## src/rtl/core/wsfc_pkg.sv

```systemverilog
`default_nettype none
package wsfc_pkg;

  // field widths
  localparam int CMD_W    = 2;
  localparam int KIND_W   = 2;
  localparam int SEG_W    = 32;
  localparam int WIN_W    = 6;
  localparam int THR_W    = 4;
  localparam int FLIGHT_W = 8;
  localparam int ACT_W    = 2;
  localparam int ETO_W    = 2;
  localparam int CNT_W    = 6;
  localparam int CFG_IDX_W = 2;

  // stream widths
  localparam int IN_DATA_W  = 64;
  localparam int IN_USER_W  = 6;
  localparam int OUT_DATA_W = 40;
  localparam int OUT_USER_W = 3;

  // commands
  localparam logic [CMD_W-1:0] CMD_START   = 2'd0;
  localparam logic [CMD_W-1:0] CMD_DATA    = 2'd1;
  localparam logic [CMD_W-1:0] CMD_TIMEOUT = 2'd2;

  // content kinds
  localparam logic [KIND_W-1:0] KIND_CONTENT = 2'd0;
  localparam logic [KIND_W-1:0] KIND_NACK    = 2'd1;

  // result actions
  localparam logic [ACT_W-1:0] ACT_SEND   = 2'd0;
  localparam logic [ACT_W-1:0] ACT_RETX   = 2'd1;
  localparam logic [ACT_W-1:0] ACT_STATUS = 2'd2;

  // register indexes
  localparam logic [CFG_IDX_W-1:0] REG_MIN_WINDOW = 2'd0;
  localparam logic [CFG_IDX_W-1:0] REG_MAX_WINDOW = 2'd1;
  localparam logic [CFG_IDX_W-1:0] REG_FAST_THR   = 2'd2;

  // register reset values
  localparam logic [WIN_W-1:0] MIN_WINDOW_RST = 6'd1;
  localparam logic [WIN_W-1:0] MAX_WINDOW_RST = 6'd32;
  localparam logic [THR_W-1:0] FAST_THR_RST   = 4'd3;

  // limits
  localparam logic [CNT_W-1:0]    MAX_FAST_RETX = 6'd31;
  localparam logic [CNT_W-1:0]    MAX_BODY      = 6'd63;
  localparam logic [ETO_W-1:0]    TIMEOUT_LIMIT = 2'd2;
  localparam logic [FLIGHT_W-1:0] FLIGHT_MAX    = 8'd255;

  // parameter defaults
  localparam int TRACK_DEPTH_DEF  = 1024;
  localparam int WINDOW_LIMIT_DEF = 32;
  localparam int SEG_BITS_DEF     = 32;

endpackage
`default_nettype wire

```

## src/rtl/core/wsfc_map.sv

```systemverilog
`default_nettype none
module wsfc_map #(
  parameter int DEPTH = 1024
) (
  input  wire logic                     clk,
  input  wire logic                     we,
  input  wire logic [$clog2(DEPTH)-1:0] waddr,
  input  wire logic [1:0]               wdata,
  input  wire logic                     re,
  input  wire logic [$clog2(DEPTH)-1:0] raddr,
  output logic      [1:0]               rdata
);

  // bit 0 received, bit 1 retransmitted
  logic [1:0] mem [DEPTH];

  always_ff @(posedge clk) begin
    if (we) begin
      mem[waddr] <= wdata;
    end
  end

  always_ff @(posedge clk) begin
    if (re) begin
      rdata <= mem[raddr];
    end
  end

endmodule
`default_nettype wire

```

## src/rtl/core/wsfc_ctrl.sv

```systemverilog
`default_nettype none
module wsfc_ctrl #(
  parameter int TRACK_DEPTH  = wsfc_pkg::TRACK_DEPTH_DEF,
  parameter int WINDOW_LIMIT = wsfc_pkg::WINDOW_LIMIT_DEF,
  parameter int SEG_BITS     = wsfc_pkg::SEG_BITS_DEF
) (
  input  wire logic                               clk,
  input  wire logic                               rst,
  input  wire logic                               s_tvalid,
  output logic                                    s_tready,
  input  wire logic [wsfc_pkg::IN_DATA_W-1:0]     s_tdata,
  input  wire logic [wsfc_pkg::IN_USER_W-1:0]     s_tuser,
  output logic                                    m_tvalid,
  input  wire logic                               m_tready,
  output logic      [wsfc_pkg::OUT_DATA_W-1:0]    m_tdata,
  output logic      [wsfc_pkg::OUT_USER_W-1:0]    m_tuser,
  output logic                                    m_tlast,
  input  wire logic                               cfg_valid,
  output logic                                    cfg_ready,
  input  wire logic [wsfc_pkg::CFG_IDX_W-1:0]     cfg_index,
  input  wire logic [wsfc_pkg::WIN_W-1:0]         cfg_data
);
  import wsfc_pkg::*;

  localparam int IDX_W = $clog2(TRACK_DEPTH);
  localparam int TOT_W = IDX_W + 1;
  localparam int CMP_W = (SEG_BITS > SEG_W) ? SEG_BITS : SEG_W;
  localparam int CAP_W = 8;
  localparam logic [CAP_W-1:0] WIN_LIM = CAP_W'(WINDOW_LIMIT);
  localparam logic [IDX_W-1:0] IDX_LAST = IDX_W'(TRACK_DEPTH - 1);
  localparam logic [SEG_W-1:0] DEPTH_SEG = SEG_W'(TRACK_DEPTH);

  localparam logic [3:0] ST_IDLE  = 4'd0;
  localparam logic [3:0] ST_CLEAR = 4'd1;
  localparam logic [3:0] ST_SEND0 = 4'd2;
  localparam logic [3:0] ST_UPD   = 4'd3;
  localparam logic [3:0] ST_MARK  = 4'd4;
  localparam logic [3:0] ST_CRD   = 4'd5;
  localparam logic [3:0] ST_CCHK  = 4'd6;
  localparam logic [3:0] ST_SRD   = 4'd7;
  localparam logic [3:0] ST_SCHK  = 4'd8;
  localparam logic [3:0] ST_FILL  = 4'd9;
  localparam logic [3:0] ST_STAT  = 4'd10;

  logic [3:0] state;

  // configuration
  logic [WIN_W-1:0] min_window;
  logic [WIN_W-1:0] max_window;
  logic [THR_W-1:0] fast_thr;

  // latched event
  logic [CMD_W-1:0]  cmd;
  logic [SEG_W-1:0]  seg;
  logic              verified;
  logic [KIND_W-1:0] kind;
  logic              has_final;
  logic [SEG_W-1:0]  fin;

  // fetch state
  logic                active;
  logic                final_known;
  logic [SEG_BITS-1:0] final_block;
  logic [SEG_BITS-1:0] next_segment;
  logic [FLIGHT_W-1:0] in_flight;
  logic [WIN_W-1:0]    cur_window;
  logic [ETO_W-1:0]    early_timeouts;
  logic [IDX_W-1:0]    highest;

  // scan state
  logic [IDX_W-1:0] idx;
  logic [TOT_W-1:0] total;
  logic [TOT_W-1:0] before_cnt;
  logic [CNT_W-1:0] sent;
  logic [CNT_W-1:0] n_items;

  // map port
  logic             map_we;
  logic [IDX_W-1:0] map_waddr;
  logic [1:0]       map_wdata;
  logic             map_re;
  logic [1:0]       map_rdata;

  // output slot
  logic             slot_free;
  logic             emit;
  logic [ACT_W-1:0] emit_act;
  logic [SEG_W-1:0] emit_seg;
  logic             emit_last;

  // event arithmetic
  logic [CAP_W-1:0]    cap;
  logic [WIN_W-1:0]    halved;
  logic [WIN_W-1:0]    win_upd;
  logic                fk_upd;
  logic [SEG_BITS-1:0] fb_upd;
  logic [CMP_W-1:0]    seg_ext;
  logic [CMP_W-1:0]    fb_ext;
  logic [CMP_W-1:0]    next_ext;
  logic [CMP_W-1:0]    fin_ext;
  logic [FLIGHT_W-1:0] flight_dec;
  logic [FLIGHT_W-1:0] flight_inc;
  logic [ETO_W-1:0]    eto_inc;
  logic [IDX_W-1:0]    seg_idx;
  logic                seg_tracked;
  logic                retx_hit;
  logic                scan_end;
  logic                can_send;
  logic [TOT_W-1:0]    above;

  assign cfg_ready = 1'b1;
  assign s_tready  = (state == ST_IDLE);
  assign slot_free = !m_tvalid || m_tready;

  always_ff @(posedge clk) begin
    if (rst) begin
      min_window <= MIN_WINDOW_RST;
      max_window <= MAX_WINDOW_RST;
      fast_thr   <= FAST_THR_RST;
    end else if (cfg_valid) begin
      case (cfg_index)
        REG_MIN_WINDOW: min_window <= cfg_data;
        REG_MAX_WINDOW: max_window <= cfg_data;
        REG_FAST_THR:   fast_thr   <= cfg_data[THR_W-1:0];
        default: ;
      endcase
    end
  end

  always_comb begin
    cap = ({2'b0, max_window} < WIN_LIM) ? {2'b0, max_window} : WIN_LIM;
    halved = cur_window >> 1;
    if (halved == '0) begin
      halved = WIN_W'(1);
    end
    win_upd = cur_window;
    fk_upd  = final_known;
    fb_upd  = final_block;
    fin_ext = CMP_W'(fin);
    if (cmd == CMD_DATA) begin
      if (verified) begin
        if (kind == KIND_CONTENT) begin
          if ({2'b0, cur_window} < cap) begin
            win_upd = cur_window + WIN_W'(1);
          end
          if (has_final) begin
            fk_upd = 1'b1;
            fb_upd = fin_ext[SEG_BITS-1:0];
          end
        end else if (kind == KIND_NACK) begin
          if (cur_window > min_window) begin
            win_upd = halved;
          end
        end
      end
    end else if (cur_window > min_window) begin
      win_upd = halved;
    end
    seg_ext     = CMP_W'(seg);
    fb_ext      = CMP_W'(fb_upd);
    next_ext    = CMP_W'(next_segment);
    flight_dec  = (in_flight != '0) ? in_flight - FLIGHT_W'(1) : in_flight;
    flight_inc  = (in_flight != FLIGHT_MAX) ? in_flight + FLIGHT_W'(1) : in_flight;
    eto_inc     = early_timeouts + ETO_W'(1);
    seg_idx     = seg[IDX_W-1:0];
    seg_tracked = seg < DEPTH_SEG;
    above       = total - before_cnt;
    retx_hit    = !map_rdata[0] && !map_rdata[1] && (above >= TOT_W'(fast_thr));
    scan_end    = (idx == highest);
    can_send    = active && ({2'b0, in_flight} < {4'b0, cur_window} + 10'd0 ? 1'b1 : 1'b0)
                  && (n_items < MAX_BODY)
                  && !(final_known && (next_ext > CMP_W'(final_block)));
  end

  always_comb begin
    map_we    = 1'b0;
    map_waddr = idx;
    map_wdata = 2'b00;
    map_re    = 1'b0;
    emit      = 1'b0;
    emit_act  = ACT_STATUS;
    emit_seg  = '0;
    emit_last = 1'b0;
    case (state)
      ST_CLEAR: begin
        map_we = 1'b1;
      end
      ST_SEND0: begin
        emit     = slot_free;
        emit_act = ACT_SEND;
        emit_seg = next_ext[SEG_W-1:0];
      end
      ST_MARK: begin
        map_we    = 1'b1;
        map_waddr = seg_idx;
        map_wdata = 2'b01;
      end
      ST_CRD, ST_SRD: begin
        map_re = 1'b1;
      end
      ST_SCHK: begin
        if (!map_rdata[0] && retx_hit && slot_free) begin
          emit      = 1'b1;
          emit_act  = ACT_RETX;
          emit_seg  = SEG_W'(idx);
          map_we    = 1'b1;
          map_wdata = 2'b10;
        end
      end
      ST_FILL: begin
        if (can_send) begin
          emit     = slot_free;
          emit_act = ACT_SEND;
          emit_seg = next_ext[SEG_W-1:0];
        end
      end
      ST_STAT: begin
        emit      = slot_free;
        emit_last = 1'b1;
      end
      default: ;
    endcase
  end

  always_ff @(posedge clk) begin
    if (rst) begin
      m_tvalid <= 1'b0;
    end else if (emit) begin
      m_tvalid <= 1'b1;
    end else if (m_tready) begin
      m_tvalid <= 1'b0;
    end
  end

  always_ff @(posedge clk) begin
    if (emit) begin
      m_tdata <= {2'b0, cur_window, emit_seg};
      m_tuser <= {active, emit_act};
      m_tlast <= emit_last;
    end
  end

  always_ff @(posedge clk) begin
    if (s_tvalid && s_tready) begin
      cmd       <= s_tuser[1:0];
      kind      <= s_tuser[3:2];
      verified  <= s_tuser[4];
      has_final <= s_tuser[5];
      seg       <= s_tdata[SEG_W-1:0];
      fin       <= s_tdata[2*SEG_W-1:SEG_W];
    end
  end

  always_ff @(posedge clk) begin
    if (rst) begin
      state          <= ST_IDLE;
      active         <= 1'b0;
      final_known    <= 1'b0;
      final_block    <= '1;
      next_segment   <= '0;
      in_flight      <= '0;
      cur_window     <= '0;
      early_timeouts <= '0;
      highest        <= '0;
      idx            <= '0;
      total          <= '0;
      before_cnt     <= '0;
      sent           <= '0;
      n_items        <= '0;
    end else begin
      case (state)
        ST_IDLE: begin
          n_items <= '0;
          idx     <= '0;
          if (s_tvalid) begin
            if (s_tuser[1:0] == CMD_START) begin
              state <= ST_CLEAR;
            end else if ((s_tuser[1:0] == CMD_DATA || s_tuser[1:0] == CMD_TIMEOUT)
                         && active) begin
              state <= ST_UPD;
            end else begin
              state <= ST_STAT;
            end
          end
        end
        ST_CLEAR: begin
          idx <= idx + IDX_W'(1);
          if (idx == IDX_LAST) begin
            active         <= 1'b1;
            final_known    <= 1'b0;
            final_block    <= '1;
            next_segment   <= '0;
            in_flight      <= '0;
            cur_window     <= '0;
            early_timeouts <= '0;
            highest        <= '0;
            state          <= ST_SEND0;
          end
        end
        ST_SEND0: begin
          if (emit) begin
            in_flight    <= flight_inc;
            next_segment <= next_segment + SEG_BITS'(1);
            state        <= ST_STAT;
          end
        end
        ST_UPD: begin
          in_flight   <= flight_dec;
          cur_window  <= win_upd;
          final_known <= fk_upd;
          final_block <= fb_upd;
          state       <= ST_FILL;
          if (cmd == CMD_DATA) begin
            if (fk_upd && seg_ext >= fb_ext) begin
              active <= 1'b0;
            end
            if (verified && seg_tracked) begin
              state <= ST_MARK;
            end
          end else if (!final_known) begin
            early_timeouts <= eto_inc;
            if (eto_inc > TIMEOUT_LIMIT) begin
              active <= 1'b0;
            end
          end
        end
        ST_MARK: begin
          if (seg_idx > highest) begin
            highest <= seg_idx;
          end
          idx        <= '0;
          total      <= '0;
          before_cnt <= '0;
          sent       <= '0;
          state      <= (fast_thr == '0) ? ST_FILL : ST_CRD;
        end
        ST_CRD: begin
          state <= ST_CCHK;
        end
        ST_CCHK: begin
          total <= total + TOT_W'(map_rdata[0]);
          if (scan_end) begin
            idx   <= '0;
            state <= ST_SRD;
          end else begin
            idx   <= idx + IDX_W'(1);
            state <= ST_CRD;
          end
        end
        ST_SRD: begin
          state <= ST_SCHK;
        end
        ST_SCHK: begin
          if (map_rdata[0] || !retx_hit || slot_free) begin
            if (map_rdata[0]) begin
              before_cnt <= before_cnt + TOT_W'(1);
            end
            if (emit) begin
              in_flight <= flight_inc;
              sent      <= sent + CNT_W'(1);
              n_items   <= n_items + CNT_W'(1);
            end
            if (scan_end || (emit && sent + CNT_W'(1) == MAX_FAST_RETX)) begin
              state <= ST_FILL;
            end else begin
              idx   <= idx + IDX_W'(1);
              state <= ST_SRD;
            end
          end
        end
        ST_FILL: begin
          if (!can_send) begin
            state <= ST_STAT;
          end else if (emit) begin
            in_flight    <= flight_inc;
            next_segment <= next_segment + SEG_BITS'(1);
            n_items      <= n_items + CNT_W'(1);
          end
        end
        ST_STAT: begin
          if (emit) begin
            state <= ST_IDLE;
          end
        end
        default: state <= ST_IDLE;
      endcase
    end
  end

  wsfc_map #(
    .DEPTH(TRACK_DEPTH)
  ) u_map (
    .clk   (clk),
    .we    (map_we),
    .waddr (map_waddr),
    .wdata (map_wdata),
    .re    (map_re),
    .raddr (idx),
    .rdata (map_rdata)
  );

endmodule
`default_nettype wire

```

## src/rtl/core/windowed_segment_fetch_control_top.sv

```systemverilog
`default_nettype none
// segment fetch controller with an aimd congestion window and fast retransmit.
// events come in on the slave stream, one at a time; each event yields zero or
// more request transfers (send or fast retransmit) followed by one status
// transfer flagged with tlast. every transfer of an event carries the running
// flag and the window as they stand after that event. a start event sweeps the
// received/retransmitted bitmap memory one entry per cycle. a data event with
// tracked, verified data marks it and, unless the fast retransmit threshold is
// zero, walks the bitmap twice (count, then gap scan), reading then checking
// each entry up to the highest received segment; the gap scan stops early at
// the fast retransmit limit. running data/timeout events refill the window.
// output stalls hold the sequencer in place. the input is ready only between
// events, while the last status transfer may still sit in the output register.
module windowed_segment_fetch_control_top #(
  parameter int TRACK_DEPTH  = wsfc_pkg::TRACK_DEPTH_DEF,
  parameter int WINDOW_LIMIT = wsfc_pkg::WINDOW_LIMIT_DEF,
  parameter int SEG_BITS     = wsfc_pkg::SEG_BITS_DEF
) (
  input  wire logic                            clk,
  input  wire logic                            rst,
  input  wire logic                            s_tvalid,
  output logic                                 s_tready,
  // segment[31:0], final_segment[63:32]
  input  wire logic [wsfc_pkg::IN_DATA_W-1:0]  s_tdata,
  // command[1:0], content_kind[3:2], verified[4], has_final[5]
  input  wire logic [wsfc_pkg::IN_USER_W-1:0]  s_tuser,
  output logic                                 m_tvalid,
  input  wire logic                            m_tready,
  // request_segment[31:0], window[37:32], zero pad [39:38]
  output logic      [wsfc_pkg::OUT_DATA_W-1:0] m_tdata,
  // action[1:0], running[2]
  output logic      [wsfc_pkg::OUT_USER_W-1:0] m_tuser,
  output logic                                 m_tlast,
  input  wire logic                            cfg_valid,
  output logic                                 cfg_ready,
  // 0 min_window, 1 max_window, 2 fast_retx_threshold
  input  wire logic [wsfc_pkg::CFG_IDX_W-1:0]  cfg_index,
  input  wire logic [wsfc_pkg::WIN_W-1:0]      cfg_data
);

  wsfc_ctrl #(
    .TRACK_DEPTH  (TRACK_DEPTH),
    .WINDOW_LIMIT (WINDOW_LIMIT),
    .SEG_BITS     (SEG_BITS)
  ) u_ctrl (
    .clk       (clk),
    .rst       (rst),
    .s_tvalid  (s_tvalid),
    .s_tready  (s_tready),
    .s_tdata   (s_tdata),
    .s_tuser   (s_tuser),
    .m_tvalid  (m_tvalid),
    .m_tready  (m_tready),
    .m_tdata   (m_tdata),
    .m_tuser   (m_tuser),
    .m_tlast   (m_tlast),
    .cfg_valid (cfg_valid),
    .cfg_ready (cfg_ready),
    .cfg_index (cfg_index),
    .cfg_data  (cfg_data)
  );

endmodule
`default_nettype wire
```

## config.mk

```make
export PLATFORM = sky130hd
export DESIGN_NAME = windowed_segment_fetch_control_top
export DESIGN_NICKNAME = d
export VERILOG_FILES = /design/src/rtl/core/wsfc_pkg.sv /design/src/rtl/core/wsfc_map.sv /design/src/rtl/core/wsfc_ctrl.sv /design/src/rtl/core/windowed_segment_fetch_control_top.sv
export SDC_FILE = /design/constraint.sdc
export NUM_CORES = 2
export LEC_CHECK = 0
export ABC_AREA = 1
export BUFFER_PORTS_ARGS = -buffer_cell sky130_fd_sc_hd__buf_2
export CAP_MARGIN = 10
export CORE_AREA = 2 2 503 505
export DETAILED_ROUTE_END_ITERATION = 10
export DIE_AREA = 0 0 505 507
export MAX_ROUTING_LAYER = met4
export SETUP_SLACK_MARGIN = 0.2
export SLEW_MARGIN = 20
export SYNTH_ARGS = -nofsm -noshare
export SYNTH_HDL_FRONTEND = slang
export SYNTH_SLANG_ARGS = --single-unit
export TNS_END_PERCENT = 100
```

## constraint.sdc

```tcl
create_clock -name clk -period 16.8 [get_ports clk]
set_clock_uncertainty 0.2 [all_clocks]
set_input_delay 0.84 -clock clk [delete_from_list [all_inputs] [get_ports clk]]
set_output_delay 0.84 -clock clk [all_outputs]
set_load 0.03 [all_outputs]
```

---- Word-level counts from Yosys, hierarchy flattened ----
Memories as Yosys holds them, arrays and structs flattened. A register that Yosys moved wholly into a read port is not among the register bits.
Index checks and enable logic that the tools add are counted.
storage, ports and cells
  bits in registers ....................... 269
  latch bits .............................. 0
  RAM bits ................................ 2048
  bits in read-only memories .............. 0
  input port bits ......................... 83
  output and inout bits ................... 47
  word-level logic and storage cells ...... 243
  memories ................................ 1
memories
  name              depth  width  rd ports  clocked after memory_dff  write ports  line            RTL
  u_ctrl.u_map.mem  1024   2      1         1                         1            wsfc_map.sv:15  logic [1:0] mem [DEPTH];
operators by class
  $add $sub $neg .......................... 11
  multiply operators ...................... 0
  div/mod/pow operators ................... 0
  order comparisons ....................... 11
  equality and inequality tests ........... 40
  shift operators ......................... 0
  multiplexer cells ....................... 95
  bitwise operators ....................... 0
  reductions and logical operators ........ 58
operators by type and width
  kind                   number
  $mux 32                9
  $pmux 32 s3            2
  $mux 6                 13
  $mux 10                7
  $pmux 32 s2            1
  $mux 4                 12
  $mux 8                 6
  $pmux 11 s2            2
  $pmux 4 s11            1
  $pmux 10 s4            1
  $pmux 8 s5             1
  $add 32x1->32 const B  1
  $ge 32x32->1           1
  $gt 32x32->1           1
  $lt 32x11->1 const B   1
  $pmux 6 s2             2
  $mux 11                2
  $pmux 10 s2            1
  $mux 1                 19
  $add 6x1->6 const B    3
  $pmux 6 s3             1
  $reduce_and 3->1       6
  $eq 4x3->1 const B     4
  $ne 2x1->1 const B     8
  51 further kinds       110

---- Logic depth before layout (Yosys ltp) ----
  depth in word-level cells ............... 12
  mapped depth ............................ 25
  depth with buffers taken out ............ 25

---- Modules after synthesis ----
Synthesis repeated with hierarchy kept, for this count alone.
second synthesis, totals
  cell total of the unflattened synthesis .. 9905
  area total of the unflattened synthesis .. 102281.8 um^2
by module, submodules not included
  module     instances  cells each  area an instance (um^2)  seq. area each (um^2)
  wsfc_map   1          7976        86973.4                  61559.0
  wsfc_ctrl  1          1929        15308.4                  6506.2

---- Least setup slack after synthesis ----
No wires, ideal clock.
  kind .................................... register to register
  start ................................... register u_ctrl.total[0]
  end ..................................... memory u_ctrl.u_map.mem[0][1] (data pin)
  setup time .............................. 2477 ps
  data arrival time ....................... 13050 ps
  data required time ...................... 14123 ps
  slack ................................... 1073 ps
  cell stages (with the launch flop) ...... 19
  buffers on the path ..................... 1
  clock period less this slack ............ 15727 ps
  cell sequence ........................... dfxtp_1 inv_1 ha_1 fa_1 inv_1 ha_1 o21ai_0 nand2_1 nand2_1 nand2_1 nand2_1 nand2_1 nor2_1 nand2_1 nor2_2 nand2_2 nand4_4 buf_1 inv_1
on the way
  cells in the longest elaborated chain, start to end .. 7
RTL lines
  what                            line              RTL
  start, declared                 wsfc_ctrl.sv:72   logic [TOT_W-1:0] total;
  start signal, assigned          wsfc_ctrl.sv:341  total <= total + TOT_W'(map_rdata[0]);
  $sub 11x11->11                  wsfc_ctrl.sv:167  above = total - before_cnt;
  $ge 11x4->1                     wsfc_ctrl.sv:168  retx_hit = !map_rdata[0] && !map_rdata[1] && (above >= TOT_W'(fast_thr));
  $logic_and 1x1->1               wsfc_ctrl.sv:168
  $logic_and 1x1->1 (2 in a row)  wsfc_ctrl.sv:202  if (!map_rdata[0] && retx_hit && slot_free) begin
  $mux 2                          wsfc_ctrl.sv:202
  $pmux 2 s2                      wsfc_ctrl.sv:184  case (state)
  named net u_ctrl.map_wdata[1]   wsfc_ctrl.sv:80   logic [1:0] map_wdata;
  end, declared                   wsfc_map.sv:15
The timed path passes the listed nets, and every way through them passes these cells.

---- Worst setup path after layout ----
  start ................................... register u_ctrl.total[0]
  end ..................................... memory u_ctrl.u_map.mem[819][1] (data pin)
Same word-level chain as after synthesis.

==> flow_summary_export.csv <==
group,metric,value,unit
outcome,status,"finished, violations left",
outcome,violations,"slew limit",
routing,drc,0,
timing,finalSetupTns,0,ps
logic_synthesis,syn_inst,9036,
timing,whs,125,ps
global_routing,grt_start_max_net_pins,235,
layout,drive_above_1_share,7.73,%
timing,maxSlewViolCount,38,
logic_synthesis,synthSimpleGateAreaFrac,14.2,%
logic_synthesis,synth_warnings,0,
clock_network,clk_pin_slew,60,ps
floorplan,die_w,505,um
logic_synthesis,synth_common_cells,"2280 x nor2_1, 2162 x edfxtp_1, 1176 x o21ai_0, 739 x nand2_1, 467 x clkbuf_1",
routing,via_per_inst,5.72,
setup_path,reg2reg_depth,20,
logic_synthesis,synth_xor_area_share,0.298,%
setup_path,slowest_delay,880,ps
layout,nets,9143,
setup_path,crit_path_start_kind,"register",
logic_synthesis,avgSynthCellArea,11.0,um2
setup_path,path_depth,20,
global_routing,grt_pass1_wl,434,mm
placed_design,gp_congestion,0.911,
setup_path,crit_top_cell,"nand2_1",
clock_network,cts_tree,"yes",
clock_network,cts-resized-gates,0,
clock_network,post_cts_buffers,0,
global_routing,gr-total-overflow,0,
power,p_per_area,142,nW/um2
logic_synthesis,ys_seq_area_share,68.2,%
power,p_comb_share,25.3,%
placed_design,io_buffers,126,
setup_path,crit_family,"buffers and inverters",
placed_design,dp_hpwl,158,mm
floorplan,initial_core_util,39.8,%
min_path,worstHoldPathCells,4,
job,max_cap_violations,0,
timing,fin_crit,6230,ps
setup_path,cp_cell_sequence,"inv_1 > ha_1 > fa_1 > inv_1 > ha_1 > o21ai_0 > nand2_1 > nand2_1 > nand2_1 > nand2_1 > nand2_1 > nor2_1 > nand2_1 > nor2_2 > nand2_2 > nand4_4 > inv_8 > buf_4 > buf_4 > buf_6",
timing,relSlewSlack,-0.549,%
power,p_seq_share,42.2,%
routing,dr.pass1.iters,6,
logic_synthesis,synth_area,99800,um2
floorplan,fp.dieH,507,um
setup_path,crit_buf_inv,6,
timing,fmax,161,MHz
global_routing,antenna_found_initial,8,
timing,hold_viol_final,0,
floorplan,core_area,250000,um2
logic_synthesis,yosys-top-cells-area,"edfxtp_1 65%, nor2_1 8.6%, o21ai_0 5.9%, dfxtp_1 3.2%, nand2_1 2.8%",
timing,finalCritPeriodShare,37.1,%
logic_synthesis,synth_compound_area_share,11.7,%
routing,drt_iter0_markers,9161,
clock_network,cts_hold_buf,77,
clock_network,cts_root_buffer,"clkbuf_16",
logic_synthesis,synthAdderAreaFrac,1.56,%
layout,num-fill-cells,23092,
logic_synthesis,ys_types,59,
logic_synthesis,yosys.area.top_type,"edfxtp_1",
clock_network,cts_sinks,2319,
global_routing,grt_pass1_vias,68678,
clock_network,clockBufferDepth,3,
setup_path,crit_path_end_kind,"register",
setup_path,critPathSlowestCell,"buf_4",
logic_synthesis,synth-edff-count,2162,
floorplan,dieArea,256000,um2
setup_path,arrival,6560,ps
setup_path,worstPathMaxFanout,155,
power,p_int,0.0105,W
routing,wirelength,294,mm
global_routing,grt_usage,22.9,%
power,power_leakage,36.0,nW
clock_network,cts_buffers,234,
timing,setup_viol,0,
timing,rsz0062_at_grt,"no",
routing,vias,71464,
setup_path,worstPathRequired,17130,ps
floorplan,io_pins,130,
routing,wl_per_cell,23.5,um
logic_synthesis,yosysMostFrequentCell,"nor2_1",
power,clkPwrFrac,32.6,%
clock_network,clock_latency,910,ps
logic_synthesis,synth.area.mux_share,0.0113,%
placed_design,pre_cts_ws,10280,ps
timing,worst_slack,10570,ps
power,power_switching,0.00536,W
layout,area_delta_synth_final,11.7,%
timing,tightest_slew,1510,ps
logic_synthesis,ys.flop_type,"edfxtp_1",
clock_network,htreeDepth,4,
logic_synthesis,async_reset_ff_share,0,%
logic_synthesis,yosysTopAreaCellShare,65.1,%
power,swShare,33.9,%
floorplan,rows,184,
power,ir_drop,0.000135,V
routing,ant_nets,0,
logic_synthesis,ys_ff_latch,2319,
setup_path,crit_type,"reg -> reg",
layout,finish.utilization,44.5,%
power,p_total,0.0158,W
logic_synthesis,synth_top_family_by_area,"simple AND/OR/NAND/NOR gates",
min_path,hp-class,"in -> reg",
## cells by family after synthesis
kind of cell             after synthesis
adder cells (fa/ha/maj)              123
XOR/XNOR                              34
AO/OA/AOI/OAI                       2044
flip-flops                          2319
AND/OR/NAND/NOR                     3543
multiplexers                           1
buffers and inverters                970
other                                  2
## final cells by class
type | count | area [um2] | area share (%)
sequential | 2319 | 68100 | 61.1
timing repair buffer | 343 | 2550 | 2.29
tap | 3348 | 4190 | 3.76
antenna | 6 | 15.0 | 0.0135
inverter | 291 | 1130 | 1.01
multi-input combinational | 5748 | 27900 | 25.1
clock inverter | 151 | 1460 | 1.31
clock buffer | 290 | 6110 | 5.48
## layout by cell type (no fill, tap or decap), types with 126 or more instances in the layout
master and instances:
o22ai_1 324, o221ai_1 181, inv_1 269, clkbuf_16 235, dfxtp_1 152, a21oi_1 230
buf_2 126, buf_4 130, edfxtp_1 2162, nor2_1 2275, nand3_1 336, nand2_1 701
o21ai_0 1176
## registers in the layout, summed over array words and instances (netlist names), 4 cells and up
register            flops
u_ctrl.u_map.mem     2048
u_ctrl.before_cnt      11
u_ctrl.min_window       6
u_ctrl.n_items          6
u_ctrl.in_flight        8
u_ctrl.max_window       6
u_ctrl.fast_thr         4
u_ctrl.cur_window       6
u_ctrl.m_tdata         38
u_ctrl.total           11
u_ctrl.next_ext        32
u_ctrl.sent             6
u_ctrl.state            4
u_ctrl.idx             10
u_ctrl.seg             32
u_ctrl.fin             32
u_ctrl.highest         10
u_ctrl.final_block     32
## path summary, 6_finish.rpt
kind	from	end	slack (ps)
max	u_ctrl.total[0]$_SDFFE_PP0P_	u_ctrl.u_map.mem[819][1]$_DFFE_PP_	10570
min	cfg_index[0]	u_ctrl.fast_thr[0]$_SDFFE_PP1P_	130
max reg2reg	u_ctrl.total[0]$_SDFFE_PP0P_	u_ctrl.u_map.mem[819][1]$_DFFE_PP_	10570
min reg2reg	u_ctrl.before_cnt[2]$_SDFFE_PP0P_	u_ctrl.before_cnt[2]$_SDFFE_PP0P_	250
## power groups by stage
| stage | Sequential [W] | Clock (W) | Combinational (W) |
|---|---|---|---|
| finish | 0.00667 | 0.00515 | 0.00400 |
| floorplan | 0.00686 | 0 | 0.00268 |
| global placement | 0.00678 | 0 | 0.00388 |
| CTS | 0.00667 | 0.00521 | 0.00396 |
| detailed placement | 0.00678 | 0 | 0.00393 |
| global route | 0.00668 | 0.00544 | 0.00439 |
## metrics by stage
| step | cell area, um2 | cells |
|---|---|---|
| after floorplan | 99800 | 9037 |
| after global placement | 103000 | 11972 |
| after detailed placement | 103000 | 11972 |
| after CTS | 111000 | 12490 |
| after global routing | 111000 | 12492 |
| final | 111000 | 12496 |
## routing by layer
metal  routed length, um  GRT usage, %
met1              122000          30.6
met2              137000          35.9
met3               25200          3.45
met4                9440          7.77
met5                   0             -
## worst min-delay path, stage by stage
cell and delay [ps]:
buf_2 100, nor3_1 90, nand2_1 70, nand3_1 60
Power figures use the tool's default switching activity.
